--- src/hdl/cbe_pkg.sv ---
// Shared types, codes and constants of the cascaded biquad equalizer.
// Used by cbe_regs, cbe_mac and the top level; depends on nothing else.
package cbe_pkg;

    localparam int SAMPLE_BITS = 24;
    localparam int COEF_BITS   = 32;
    localparam int GAIN_BITS   = 24;
    localparam int COEF_FRAC   = COEF_BITS - 4;
    localparam int PREAMP_FRAC = 20;
    localparam int PROD_W      = COEF_BITS + SAMPLE_BITS;
    localparam int ACC_W       = PROD_W + 3;
    localparam int SEL_W       = 3;
    localparam int APB_ADDR_W  = 4;
    localparam int APB_DATA_W  = 32;

    // Item modes.
    localparam logic [1:0] MODE_SAMPLE = 2'd0;
    localparam logic [1:0] MODE_COEF   = 2'd1;
    localparam logic [1:0] MODE_FLUSH  = 2'd2;

    // Coefficient selects; the bypass flag has its own slot in each band.
    localparam logic [SEL_W-1:0] SEL_A0     = 3'd0;
    localparam logic [SEL_W-1:0] SEL_A1     = 3'd1;
    localparam logic [SEL_W-1:0] SEL_A2     = 3'd2;
    localparam logic [SEL_W-1:0] SEL_A3     = 3'd3;
    localparam logic [SEL_W-1:0] SEL_A4     = 3'd4;
    localparam logic [SEL_W-1:0] SEL_BYPASS = 3'd5;

    // Register indexes (byte address / 4).
    localparam logic [1:0] REG_ACTIVE   = 2'd0;
    localparam logic [1:0] REG_BANDS    = 2'd1;
    localparam logic [1:0] REG_CHANNELS = 2'd2;
    localparam logic [1:0] REG_PREAMP   = 2'd3;

    localparam logic [GAIN_BITS-1:0] PREAMP_RESET = 24'd1048576;

    localparam logic signed [ACC_W:0] PRE_HALF =
        {{(ACC_W + 1 - PREAMP_FRAC){1'b0}}, 1'b1, {(PREAMP_FRAC - 1){1'b0}}};
    localparam logic signed [ACC_W:0] COEF_HALF =
        {{(ACC_W + 1 - COEF_FRAC){1'b0}}, 1'b1, {(COEF_FRAC - 1){1'b0}}};
    localparam logic signed [ACC_W:0] SAT_HI =
        {{(ACC_W + 2 - SAMPLE_BITS){1'b0}}, {(SAMPLE_BITS - 1){1'b1}}};
    localparam logic signed [ACC_W:0] SAT_LO = ~SAT_HI;

    typedef struct packed {
        logic [1:0]                    mode;
        logic [2:0]                    channel;
        logic signed [SAMPLE_BITS-1:0] sample_in;
        logic [4:0]                    band;
        logic [SEL_W-1:0]              coef_select;
        logic signed [COEF_BITS-1:0]   coef_value;
    } item_t;

    typedef struct packed {
        logic [2:0]                    out_channel;
        logic signed [SAMPLE_BITS-1:0] sample_out;
    } result_t;

    typedef struct packed {
        logic                 active;
        logic [5:0]           bands_in_use;
        logic [3:0]           channels_in_use;
        logic [GAIN_BITS-1:0] preamp_gain;
    } cfg_t;

    typedef struct packed {
        logic mul_en;
        logic clr;
        logic sub;
    } mac_ctl_t;

    typedef struct packed {
        logic signed [SAMPLE_BITS-1:0] y2;
        logic signed [SAMPLE_BITS-1:0] y1;
        logic signed [SAMPLE_BITS-1:0] x2;
        logic signed [SAMPLE_BITS-1:0] x1;
    } hist_row_t;

    typedef enum logic [3:0] {
        S_CLEAR,
        S_IDLE,
        S_PRE_MUL,
        S_PRE_ACC,
        S_PRE_RND,
        S_BAND_RD,
        S_BAND_CHK,
        S_MAC,
        S_MAC_END,
        S_ROUND,
        S_WB,
        S_DONE
    } state_t;

    // Round half up, shift out the fraction and saturate to a sample.
    function automatic logic signed [SAMPLE_BITS-1:0] round_sat(
        input logic signed [ACC_W-1:0] v,
        input logic                    pre
    );
        logic signed [ACC_W:0] s;
        logic signed [ACC_W:0] q;
        logic signed [SAMPLE_BITS-1:0] res;
        s = $signed({v[ACC_W-1], v}) + (pre ? PRE_HALF : COEF_HALF);
        q = pre ? (s >>> PREAMP_FRAC) : (s >>> COEF_FRAC);
        if (q > SAT_HI)
        begin
            res = SAT_HI[SAMPLE_BITS-1:0];
        end
        else if (q < SAT_LO)
        begin
            res = SAT_LO[SAMPLE_BITS-1:0];
        end
        else
        begin
            res = q[SAMPLE_BITS-1:0];
        end
        return res;
    endfunction

endpackage

--- src/hdl/cbe_mac.sv ---
// Shared multiply-accumulate unit: one registered product, then accumulate.
// Depends on cbe_pkg for widths and the mac_ctl_t control struct.
module cbe_mac (
    input  logic                                  clk,
    input  logic                                  rst_n,
    input  cbe_pkg::mac_ctl_t                     ctl,
    input  logic signed [cbe_pkg::COEF_BITS-1:0]  op_a,
    input  logic signed [cbe_pkg::SAMPLE_BITS-1:0] op_b,
    output logic signed [cbe_pkg::ACC_W-1:0]      acc
);
    import cbe_pkg::*;

    logic signed [PROD_W-1:0] prod;
    logic signed [PROD_W-1:0] prod_reg;
    logic signed [ACC_W-1:0]  prod_ext;
    logic signed [ACC_W-1:0]  acc_base;
    logic signed [ACC_W-1:0]  acc_next;
    logic signed [ACC_W-1:0]  acc_reg;
    logic                     pend_reg;
    logic                     clr_reg;
    logic                     sub_reg;

    assign prod     = op_a * op_b;
    assign prod_ext = $signed({{(ACC_W - PROD_W){prod_reg[PROD_W-1]}}, prod_reg});
    assign acc_base = clr_reg ? '0 : acc_reg;
    assign acc_next = sub_reg ? (acc_base - prod_ext) : (acc_base + prod_ext);
    assign acc      = acc_reg;

    // The product of one cycle is folded into the sum in the next.
    always_ff @(posedge clk or negedge rst_n)
    begin
        if (!rst_n)
        begin
            pend_reg <= 1'b0;
            clr_reg  <= 1'b0;
            sub_reg  <= 1'b0;
        end
        else
        begin
            pend_reg <= ctl.mul_en;
            if (ctl.mul_en)
            begin
                clr_reg <= ctl.clr;
                sub_reg <= ctl.sub;
            end
        end
    end

    always_ff @(posedge clk)
    begin
        if (ctl.mul_en)
        begin
            prod_reg <= prod;
        end
        if (pend_reg)
        begin
            acc_reg <= acc_next;
        end
    end

endmodule

--- config.mk ---
export PLATFORM = sky130hd
export DESIGN_NAME = cbe_mac
export DESIGN_NICKNAME = d
export VERILOG_FILES = /design/src/hdl/cbe_pkg.sv /design/src/hdl/cbe_mac.sv
export SDC_FILE = /design/constraint.sdc
export NUM_CORES = 2
export LEC_CHECK = 0
export BUFFER_PORTS_ARGS = -buffer_cell sky130_fd_sc_hd__buf_2
export CORE_UTILIZATION = 60
export CTS_CLUSTER_DIAMETER = 80
export DETAILED_ROUTE_END_ITERATION = 7
export GPL_TIMING_DRIVEN = 0
export PLACE_DENSITY = 0.81
export SLEW_MARGIN = 25
export SYNTH_ARGS = -nofsm -noshare
export SYNTH_HDL_FRONTEND = slang
export SYNTH_SLANG_ARGS = --single-unit
--- constraint.sdc ---
create_clock -name clk -period 8.79 [get_ports clk]
set_input_delay 0.879 -clock clk [delete_from_list [all_inputs] [get_ports clk]]
set_output_delay 0.879 -clock clk [all_outputs]
set_load 0.005 [all_outputs]
Word-level counts from Yosys, hierarchy flattened

Cells that the tools add are included.
Widths: inputs -> output; s select.

Bits in registers: 118
Output and inout bits: 59
Word-level logic and storage cells: 10

Add/sub/neg operators: 2
Multipliers: 1
Muxes and demuxes: 2

Operators with widths:

| cell           | count |
|---|---|
| $mux 59        | 2 |
| $add 59x56->59 | 1 |
| $sub 59x56->59 | 1 |
| $mul 32x24->56 | 1 |

Longest topological paths before layout

Word-level depth: 3
Mapped depth: 28

Worst setup path before layout

OpenSTA, ideal clock, no wires.

Path type: input -> register
From: input op_b[9] (netlist bit)
To: register prod_reg[53] (data pin)
Setup time: 0.258 ns
Arrival: 7.237 ns
Setup slack: 1.295 ns
Stages: 24
Cells stage by stage: clkbuf_1 > nand2_1 > fa_1 > fa_1 > inv_1 > fa_1 > inv_1 > fa_1 > inv_1 > fa_1 > fa_1 > inv_1 > fa_1 > inv_1 > ha_1 > o21a_1 > a2111oi_0 > o311ai_0 > a311oi_1 > o31ai_1 > a221o_1 > and2_1 > a31oi_1 > xnor2_1

Cells in the longest elaborated chain, start to end: 1

RTL lines:

| element              | line          | text |
|---|---|---|
| start, declared      | cbe_mac.sv:8  | `input logic signed [cbe_pkg::SAMPLE_BITS-1:0] op_b,` |
| $mul 32x24->56       | cbe_mac.sv:23 | `assign prod = op_a * op_b;` |
| via prod[53]         | cbe_mac.sv:13 | `logic signed [PROD_W-1:0] prod;` |
| end signal, assigned | cbe_mac.sv:53 | `prod_reg <= prod;` |
| end, declared        | cbe_mac.sv:14 | `logic signed [PROD_W-1:0] prod_reg;` |

The timed path passes the listed nets, and every way through them passes these cells.
A chain may end at the register's enable or synchronous reset.

Worst setup path in the final report

From: input op_b[23] (netlist bit)
To: register prod_reg[50] (data pin)

The elaborated chain is that of the path after synthesis.

==> impl_metrics.ini <==
[run_status]
status = finished clean

[drt]
drtIter0Drc = 2169
drc = 0
viasPerCell = 5.760
wl_mm = 104.8
wl_per_cell_um = 22.35
ant_nets = 0
drtPass1Iterations = 6
vias = 27020

[clock_network]
tritoncts = built
numClockSinks = 118
clock_latency_ns = 0.44
clockBufferDepth = 2
path_clk_slew_ns = 0.06
numCtsBuffers = 17
htreeDepth = 4
root_buffer = clkbuf_16

[synth]
async_reset_ff_share_pct = 2.542
synth_compound_area_share_pct = 6.781
synthCells = 3773
yosysUniqueCellTypes = 73
yosysWarnings = 0
synth_adder_area_share_pct = 51.98
synth_ff_type = edfxtp_1
synthMuxAreaShare_pct = 0.1492
synth_top_family_by_area = adder cells
synth_nets = 4827
synth.avg_cell_area_um2 = 9.336
yosys_register_bits = 118
synthSimpleGateAreaFrac_pct = 16.52
synthXorXnorAreaFrac_pct = 4.102
yosysSeqAreaShare_pct = 10.02
synth_edf_count = 115
netlist_area_um2 = 35230

[sta]
tightestPinTransition_ns = 0.9853
finalCritPeriodShare_pct = 96.85
relSlewSlack_pct = 34.32
hold_viol_final = 0
grt_setup_unrepaired = no
fmax_ghz = 0.1175
fin_crit_ns = 8.513
maxSlewViolCount = 0
skew_ns = 0.01512
finalSetupViolations = 0
hold-worst-slack_ns = 0.2390

[floorplan]
die_h_um = 244.3
ios = 120
die_area_um2 = 59680
placementRows = 88
die_x_um = 244.3
initial_core_util_pct = 60.94
core-area_um2 = 57810

[worst_setup_path]
start_kind = primary input
cp.arrival_ns = 8.68
cp.required_ns = 8.96
worst-setup-path-type = in -> reg
cp-end-kind = register
path_max_fanout = 11

[grt]
grt_max_degree = 60
overflow = 0
grtUsageTotal_pct = 36.54
first_global_vias = 27990
grt_pass1_wl_mm = 162.0
antenna_found_initial = 4

[finish]
area_delta_synth_final_pct = 6.212
nNetsFinal = 4965
final_cell_mix = inv_1 (809), fa_1 (784), nand2_1 (433)
layout_commonest_cell = inv_1
final_area_um2 = 37410
utilization_pct = 64.73
final_layout_size_suffix_gt1_share_pct = 4.843
largest_register_ffs = 59

[placed_design]
dp_hpwl_mm = 87.63
place.gp.congestion = 1.045
portBuffers = 119
dpl_cell_area_um2 = 36810

[flow_run]
cap_violations = 0

[min_path]
hold_class = in -> async
[layer usage]
layer | GRT usage, % | vias up | part of all wire (%)
li1 | - | 11720 | -
met1 | 48.57 | 13370 | 38
met2 | 55.54 | 1611 | 43
met3 | 10.89 | 311 | 13
met4 | 16.38 | 4 | 5.2
met5 | 0 | - | 0.025
[through the flow]
stage / setup TNS [ns] / std cells / setup slack, ns
after floorplan: 0 / 3773 / 1.295
after global placement: -0.7654 / 4657 / -0.3188
after detailed placement: -1.387 / 4658 / -0.4144
after CTS: 0 / 4688 / 0.04533
after global routing: 0 / 4690 / 0.03149
final: 0 / 4690 / 0.2771
[synthesized netlist by cell type, types with 60 or more instances]
master | instances | share of area, %
nand2_1 | 433 | 4.6
nor2b_1 | 69 | 1.2
and2_1 | 378 | 6.7
xnor2_1 | 129 | 3.2
a21oi_1 | 132 | 1.9
fa_1 | 784 | 45
edfxtp_1 | 115 | 9.8
ha_1 | 209 | 7.4
o21ai_0 | 60 | 0.85
inv_1 | 809 | 8.6
clkbuf_1 | 162 | 1.7
nor2_1 | 112 | 1.2
[repair_timing]
action | 4_1_cts | 5_1_grt
buffers inserted | 0 | 0
hold buffers | 0 | 0
gates resized for setup | 0 | 51
setup endpoints to repair | 1 | 7
cloned | 0 | 0
[kinds of logic (layout without fill, tap and decap cells)]
| kind of cell | count (synthesis) | in the layout |
|---|---|---|
| AOI/OAI and AO/OA | 376 | 376 |
| xor gates and xnor gates | 165 | 165 |
| adders and majority gates | 993 | 993 |
| buffers and inverters | 978 | 1128 |
| DFF | 118 | 118 |
| muxes | 5 | 5 |
| other | 0 | 2 |
| and+or+nand+nor | 1138 | 1138 |
[worst max-delay path: stages]
cell and delay (ns):
buf_2 0.29, inv_1 0.24, clkbuf_1 0.73, nor2_1 0.18, fa_1 0.55, fa_1 0.44
fa_1 0.47, fa_1 0.58, fa_1 0.48, fa_1 0.51, inv_1 0.05, fa_1 0.47
inv_1 0.04, ha_1 0.27, clkbuf_1 0.28, a21oi_1 0.10, o21ai_0 0.25, nor4_1 0.09
o41ai_1 0.55, a221oi_1 0.15, a21boi_0 0.19, o21ai_0 0.43, a21o_1 0.22, a31oi_1 0.11
xnor2_1 0.15
[path summary, 6_finish.rpt]
| check | end | cells past startpoint | slack [ns] | start |
|---|---|---|---|---|
| setup / recovery | prod_reg[50] | 25 | 0.28 | op_b[23] |
| hold / removal | sub_reg | 1 | 0.24 | rst_n |
| setup reg to reg | acc[57] | 21 | 2.80 | prod_reg[10] |
| hold reg to reg | acc[49] | 0 | 0.70 | pend_reg |
| max in group asynchronous | pend_reg | 1 | 8.41 | rst_n |
| min in group clk | clr_reg | 2 | 0.68 | ctl[1] |
[area by class of cell]
cell class                 count  area, um2
inverter                     809       3037
tap                          765      957.2
timing repair buffer         120      625.6
clock inverter                13      138.9
multi-input combinational   2677      28020
clock buffer                  18      429.2
sequential                   118       3532
antenna                        2      5.005
fill                        4847      20390
buffer                       168      669.4
Power is left out: the tool's default activity adds up to more than one toggle a clock period on the data nets, which glitch-free logic cannot reach.
