$ cat src/hdl/cbe_pkg.sv
// Shared types, codes and constants of the cascaded biquad equalizer.
// Used by cbe_regs, cbe_mac and the top level; depends on nothing else.
package cbe_pkg;

    localparam int SAMPLE_BITS = 24;
    localparam int COEF_BITS   = 32;
    localparam int GAIN_BITS   = 24;
    localparam int COEF_FRAC   = COEF_BITS - 4;
    localparam int PREAMP_FRAC = 20;
    localparam int PROD_W      = COEF_BITS + SAMPLE_BITS;
    localparam int ACC_W       = PROD_W + 3;
    localparam int SEL_W       = 3;
    localparam int APB_ADDR_W  = 4;
    localparam int APB_DATA_W  = 32;

    // Item modes.
    localparam logic [1:0] MODE_SAMPLE = 2'd0;
    localparam logic [1:0] MODE_COEF   = 2'd1;
    localparam logic [1:0] MODE_FLUSH  = 2'd2;

    // Coefficient selects; the bypass flag has its own slot in each band.
    localparam logic [SEL_W-1:0] SEL_A0     = 3'd0;
    localparam logic [SEL_W-1:0] SEL_A1     = 3'd1;
    localparam logic [SEL_W-1:0] SEL_A2     = 3'd2;
    localparam logic [SEL_W-1:0] SEL_A3     = 3'd3;
    localparam logic [SEL_W-1:0] SEL_A4     = 3'd4;
    localparam logic [SEL_W-1:0] SEL_BYPASS = 3'd5;

    // Register indexes (byte address / 4).
    localparam logic [1:0] REG_ACTIVE   = 2'd0;
    localparam logic [1:0] REG_BANDS    = 2'd1;
    localparam logic [1:0] REG_CHANNELS = 2'd2;
    localparam logic [1:0] REG_PREAMP   = 2'd3;

    localparam logic [GAIN_BITS-1:0] PREAMP_RESET = 24'd1048576;

    localparam logic signed [ACC_W:0] PRE_HALF =
        {{(ACC_W + 1 - PREAMP_FRAC){1'b0}}, 1'b1, {(PREAMP_FRAC - 1){1'b0}}};
    localparam logic signed [ACC_W:0] COEF_HALF =
        {{(ACC_W + 1 - COEF_FRAC){1'b0}}, 1'b1, {(COEF_FRAC - 1){1'b0}}};
    localparam logic signed [ACC_W:0] SAT_HI =
        {{(ACC_W + 2 - SAMPLE_BITS){1'b0}}, {(SAMPLE_BITS - 1){1'b1}}};
    localparam logic signed [ACC_W:0] SAT_LO = ~SAT_HI;

    typedef struct packed {
        logic [1:0]                    mode;
        logic [2:0]                    channel;
        logic signed [SAMPLE_BITS-1:0] sample_in;
        logic [4:0]                    band;
        logic [SEL_W-1:0]              coef_select;
        logic signed [COEF_BITS-1:0]   coef_value;
    } item_t;

    typedef struct packed {
        logic [2:0]                    out_channel;
        logic signed [SAMPLE_BITS-1:0] sample_out;
    } result_t;

    typedef struct packed {
        logic                 active;
        logic [5:0]           bands_in_use;
        logic [3:0]           channels_in_use;
        logic [GAIN_BITS-1:0] preamp_gain;
    } cfg_t;

    typedef struct packed {
        logic mul_en;
        logic clr;
        logic sub;
    } mac_ctl_t;

    typedef struct packed {
        logic signed [SAMPLE_BITS-1:0] y2;
        logic signed [SAMPLE_BITS-1:0] y1;
        logic signed [SAMPLE_BITS-1:0] x2;
        logic signed [SAMPLE_BITS-1:0] x1;
    } hist_row_t;

    typedef enum logic [3:0] {
        S_CLEAR,
        S_IDLE,
        S_PRE_MUL,
        S_PRE_ACC,
        S_PRE_RND,
        S_BAND_RD,
        S_BAND_CHK,
        S_MAC,
        S_MAC_END,
        S_ROUND,
        S_WB,
        S_DONE
    } state_t;

    // Round half up, shift out the fraction and saturate to a sample.
    function automatic logic signed [SAMPLE_BITS-1:0] round_sat(
        input logic signed [ACC_W-1:0] v,
        input logic                    pre
    );
        logic signed [ACC_W:0] s;
        logic signed [ACC_W:0] q;
        logic signed [SAMPLE_BITS-1:0] res;
        s = $signed({v[ACC_W-1], v}) + (pre ? PRE_HALF : COEF_HALF);
        q = pre ? (s >>> PREAMP_FRAC) : (s >>> COEF_FRAC);
        if (q > SAT_HI)
        begin
            res = SAT_HI[SAMPLE_BITS-1:0];
        end
        else if (q < SAT_LO)
        begin
            res = SAT_LO[SAMPLE_BITS-1:0];
        end
        else
        begin
            res = q[SAMPLE_BITS-1:0];
        end
        return res;
    endfunction

endpackage

$ cat src/hdl/cbe_regs.sv
// Configuration registers of the equalizer behind an APB-style port.
// Depends on cbe_pkg for the register indexes and the cfg_t struct.
module cbe_regs (
    input  logic                               clk,
    input  logic                               rst_n,
    input  logic                               psel,
    input  logic                               penable,
    input  logic                               pwrite,
    input  logic [cbe_pkg::APB_ADDR_W-1:0]     paddr,
    input  logic [cbe_pkg::APB_DATA_W-1:0]     pwdata,
    output logic [cbe_pkg::APB_DATA_W-1:0]     prdata,
    output logic                               pready,
    output cbe_pkg::cfg_t                      cfg
);
    import cbe_pkg::*;

    cfg_t       cfg_reg;
    logic       wr_en;
    logic [1:0] reg_idx;

    assign pready  = 1'b1;
    assign wr_en   = psel && penable && pwrite;
    assign reg_idx = paddr[3:2];
    assign cfg     = cfg_reg;

    always_ff @(posedge clk or negedge rst_n)
    begin
        if (!rst_n)
        begin
            cfg_reg.active          <= 1'b0;
            cfg_reg.bands_in_use    <= '0;
            cfg_reg.channels_in_use <= '0;
            cfg_reg.preamp_gain     <= PREAMP_RESET;
        end
        else if (wr_en)
        begin
            case (reg_idx)
                REG_ACTIVE:   cfg_reg.active          <= pwdata[0];
                REG_BANDS:    cfg_reg.bands_in_use    <= pwdata[5:0];
                REG_CHANNELS: cfg_reg.channels_in_use <= pwdata[3:0];
                REG_PREAMP:   cfg_reg.preamp_gain     <= pwdata[GAIN_BITS-1:0];
                default:      ;
            endcase
        end
    end

    always_comb
    begin
        case (reg_idx)
            REG_ACTIVE:   prdata = {31'd0, cfg_reg.active};
            REG_BANDS:    prdata = {26'd0, cfg_reg.bands_in_use};
            REG_CHANNELS: prdata = {28'd0, cfg_reg.channels_in_use};
            REG_PREAMP:   prdata = {{(APB_DATA_W - GAIN_BITS){1'b0}}, cfg_reg.preamp_gain};
            default:      prdata = '0;
        endcase
    end

endmodule

$ cat config.mk
export PLATFORM = sky130hd
export DESIGN_NAME = cbe_regs
export DESIGN_NICKNAME = d
export VERILOG_FILES = /design/src/hdl/cbe_pkg.sv /design/src/hdl/cbe_regs.sv
export SDC_FILE = /design/constraint.sdc
export NUM_CORES = 1
export LEC_CHECK = 0
export BUFFER_PORTS_ARGS = -buffer_cell sky130_fd_sc_hd__buf_4
export CORE_MARGIN = 1
export CORE_UTILIZATION = 35
export CTS_BUF_LIST = sky130_fd_sc_hd__clkbuf_4
export CTS_CLUSTER_DIAMETER = 50
export DETAILED_ROUTE_END_ITERATION = 7
export GPL_ROUTABILITY_DRIVEN = 1
export PLACE_DENSITY = 0.76
export SYNTH_ARGS = -nofsm -noshare
export SYNTH_HDL_FRONTEND = slang
export SYNTH_SLANG_ARGS = --single-unit
$ cat constraint.sdc
create_clock -name clk -period 3 [get_ports clk]
set_input_delay 0.6 -clock clk [delete_from_list [all_inputs] [get_ports clk]]
set_output_delay 0.6 -clock clk [all_outputs]
set_load 0.01 [all_outputs]
# After elaboration in Yosys (flattened, before gate mapping)

Cells that the tools add are included.

Flip-flop bits (word level): 35
Bits in latches: 0
Memory bits (writable): 0
Bits in read-only memories: 0
Logic and storage cells: 15
Memories: 0

Add/sub/neg operators: 0
Multiply operators: 0
Divide/modulo/power cells: 0
Order comparisons: 0
Equal/unequal tests: 3
Shift-type cells: 0
Multiplexer cells: 1
Bitwise logic cells: 0
Reduce and logical (&&, ||, !) cells: 7

Operators with widths:

| cell                                                                  | number |
|---|---|
| 32-bit case mux with 4 select lines                                   | 1 |
| 2-bit AND reduction                                                   | 4 |
| 2-bit equality test, second input constant                            | 2 |
| 2-bit by 1-bit equality test with 1-bit output, second input constant | 1 |
| 1-bit logical AND                                                     | 2 |
| 2-bit zero test                                                       | 1 |

# Depth between registers and ports, before layout

Word-level depth: 3
Mapped depth: 5

# Worst setup path after synthesis

OpenSTA, ideal clock, no wires.

Path type: input to output
Start point: input paddr[2] in the netlist's numbering
End point: output prdata[1] in the netlist's numbering
Arrival time: 1.321 ns
Required time: 2.400 ns
Path slack: 1.079 ns
Cell stages on the path: 3
Cells stage by stage: buf_4 > mux2_2 > a22o_1

Cells in the longest elaborated chain, start to end: 2
Elaborated cells between the ends (all ways): 5
Classes of those cells: eq/ne: 3; mux: 1; reduce/logical: 1

Ends and longest elaborated chain:

| element                                     | RTL line       | RTL |
|---|---|---|
| from (decl)                                 | cbe_regs.sv:9  | `input logic [cbe_pkg::APB_ADDR_W-1:0] paddr,` |
| 2-bit equality test (tied with other cells) | cbe_regs.sv:49 | `case (reg_idx)` |
| 32-bit case mux with 4 select lines *       | cbe_regs.sv:49 |  |
| to (decl)                                   | cbe_regs.sv:11 | `output logic [cbe_pkg::APB_DATA_W-1:0] prdata,` |

Every way passes the cells marked *; elsewhere a longest branch is shown, timed or not. The select of a mux whose other input is x is not followed.

# Worst setup path after layout

Ends and elaborated chain as after synthesis.

==> impl_results.md <==
- Hold Path Class: in2async
- Number of enable flip-flop cells after synthesis: 0
- Peak VDD IR: 0.281 mV
- Metal1 wirelength: between 1500 and 2000 um
- Min Tclk post-route: around 2.2 ns
- Wire length of the first global-routing pass: 6250 um
- Layout cells sized above 1: about two thirds
- WP data arrival: approximately 1.6 ns
- Setup_tns: 0 ns
- Register area: between 800 and 900 um^2
- Pwr dens: between 500 and 600 nW/um^2
- Ports: roughly 110
- GR Overflow Total: 0
- Endpoints failing hold: 0
- R2R Path Start: cfg[4]$_DFFE_PN0P_
- Max Slew Vio Count: 0
- First DRT Iteration DRCs: 48
- Largest register FFs: 35
- CTS HTree Levels: 2
- Count of final setup violators: 0
- Critical Path RT: ~2.4 ns
- Rel. slew slack: 58.9%
- Post-DR wirelength/cell: ~15 um
- I/O Buffers: just under 90
- CTS tree: built
- Number of nets still failing antenna checks after routing: 0
- Vias in the first global route: ~1300
- Post-DR vias/cell: roughly 5
- Asr flop ratio synth: between 90% and 100%
- CP Launch Point: paddr[2]
- Fillers: ~400
- Outcome: complete, but fails checks
- Hold-fix buffers, CTS: 0
- Clock Pin Slew Worst Setup and Hold Paths: approximately 0.10 ns
- Post-synth top cells: 38 x mux2_2, 34 x dfrtp_1, 18 x and3_1, 13 x buf_4, 4 x clkbuf_1
- Starting Density: 37.5%
- Area of the core: 4470 um^2
- Top cell type's share of synthesized area: between 50% and 60%
- Slew @ Worst Pin: about 0.62 ns
- Number of max-cap violations: 0
- Clk_lat worst skew: 0.33 ns
- Crit path launch type: input pin
- Buffer count from post-CTS setup fixing: 0
- Die area: 5070 um^2
- Post-Synthesis Cell Area: 1680 um^2
- RSZ-0062 raised after global routing: false
- DPL Wire Length: about 2700 um
- Root buffer cell: clkbuf_4
- Detailed Route WL: roughly 3900 um
- F_max: ~450 MHz
- R2R Setup Slk: around 2.2 ns
- Clk buf depth: 2
- Most frequent cell after synthesis: mux2_2
- Dominant synthesized flop cell: dfrtp_1
- Routed wl met2: between 1500 and 2000 um
- Std-Cell Rows: 24
- Worst-path maximum fanout: 29
- Area of the multi-input gates: ~700 um^2
- R2R Path End: cfg[4]$_DFFE_PN0P_
- Synthesized flop and latch total: 35
- Die Wd: a little over 70 um
- Ys Warns: 0
- Critical path class: in2out
- Register area share after synthesis: between 50% and 60%
- DR WL met3: about 430 um
- Initial antenna violation count: 0
- Via count: ~1300
- Mean post-synth cell area: around 13 um^2
- Core Util, Final: a little over half
- # DRC: 8
- GP Congestion: approximately 0.67
- CP endpoint: prdata[1]
- PostCTS Resize Cnt: 0
- CTS Buf Count: 5
- Fin crit share: roughly three quarters
- Setup Skew: 0 ns
- DRT Pass-1 Iters: 6
- Mapped Cells: around 130
- Library cells used by synthesis: 18
- Sink Count: 35
- GR Util All Layers: approximately 16%
- Area Growth Syn to Fin: 41.9%
- Leak: 0.00125 uW
- Main area contributors after synthesis: dfrtp_1 51%, mux2_2 26%, and3_1 6.7%
- Violated checks: DRC
- Chip height: 71.2 um
- Critical Path End Type: output port
- Highest Signal Layer: met4
- R2R depth: 1
- Antenna diodes: 0
- Largest net degree at the start of global routing: 36
- Layout net count: 254
- Area leader, netlist: dfrtp_1
==> routing by layer <==
metal  vias up  global-route usage (%)
met3         7                    5.06
met1       638                    21.3
met2        79                    25.3
met5         -                       0
li1        608                       -
met4         0                    6.67
==> cell usage in the layout, fill, tap and decap left out <==
cell      count
mux4_2        1
nor2b_1       3
nor3_1        1
mux2_2       38
conb_1        9
mux2i_1       2
nand2_1       1
buf_4        91
nor3b_1       1
or3b_1        1
a22o_1        3
nand3_2       1
and3_1       18
dfrtp_1      34
dfstp_2       1
clkbuf_4      6
nor2_2        1
clkinv_1      2
==> through the flow <==
step                setup slack, ns  cells  power (uW)  cell area, um^2  hold slack (ns)
finish                        0.800    266        1430             2380            0.185
global route                  0.752    266        1520             2380            0.211
CTS                           0.797    266        1450             2380            0.199
detailed placement            0.797    258        1190             2330            0.516
global placement              0.801    258        1180             2330            0.511
floorplan                      1.08    133         903             1700            0.304
==> power breakdown <==
| part | internal [uW] | total, uW | leakage (uW) | switching (uW) |
|---|---|---|---|---|
| Clock | 95.8 | 250 | 0.0000307 | 155 |
| Sequential | 584 | 669 | 0.000427 | 84.9 |
| Combinational | 310 | 509 | 0.000789 | 198 |
==> cells by family (layout without fill, tap and decap cells) <==
logic type	count (synthesis)	in the layout	synth area share, %
AO/OA/AOI/OAI	3	3	1.57
buffers and inverters	18	99	7.38
other	2	9	0.448
AND/OR/NAND/NOR	27	27	10.3
multiplexers	41	41	28.0
flip-flops	35	35	52.3
==> worst min-delay path by stage <==
stage | start | end | slack [ns] | depth (start not counted)
floorplan | rst_n | cfg[0]$_DFFE_PN0P_ | 0.30 | 0
global route | rst_n | cfg[13]$_DFFE_PN0P_ | 0.21 | 1
finish | rst_n | cfg[19]$_DFFE_PN0P_ | 0.19 | 1
detailed placement | cfg[23]$_DFFE_PN0P_ | cfg[23]$_DFFE_PN0P_ | 0.52 | 1
global placement | cfg[8]$_DFFE_PN0P_ | cfg[8]$_DFFE_PN0P_ | 0.51 | 1
CTS | rst_n | cfg[21]$_DFFE_PN0P_ | 0.20 | 1
==> critical path, stage by stage <==
cell and delay [ns]:
buf_4 0.27, mux2_2 0.37, a22o_1 0.22, buf_4 0.14
==> cell type report <==
class | instances | area share, %
Multi-Input combinational cell | 80 | 29.5
Clock buffer | 6 | 1.89
Timing Repair Buffer | 91 | 28.7
Sequential cell | 35 | 36.8
Clock inverter | 2 | 0.315
Tap cell | 52 | 2.73
No activity file was read; power rests on OpenSTA's default activity.
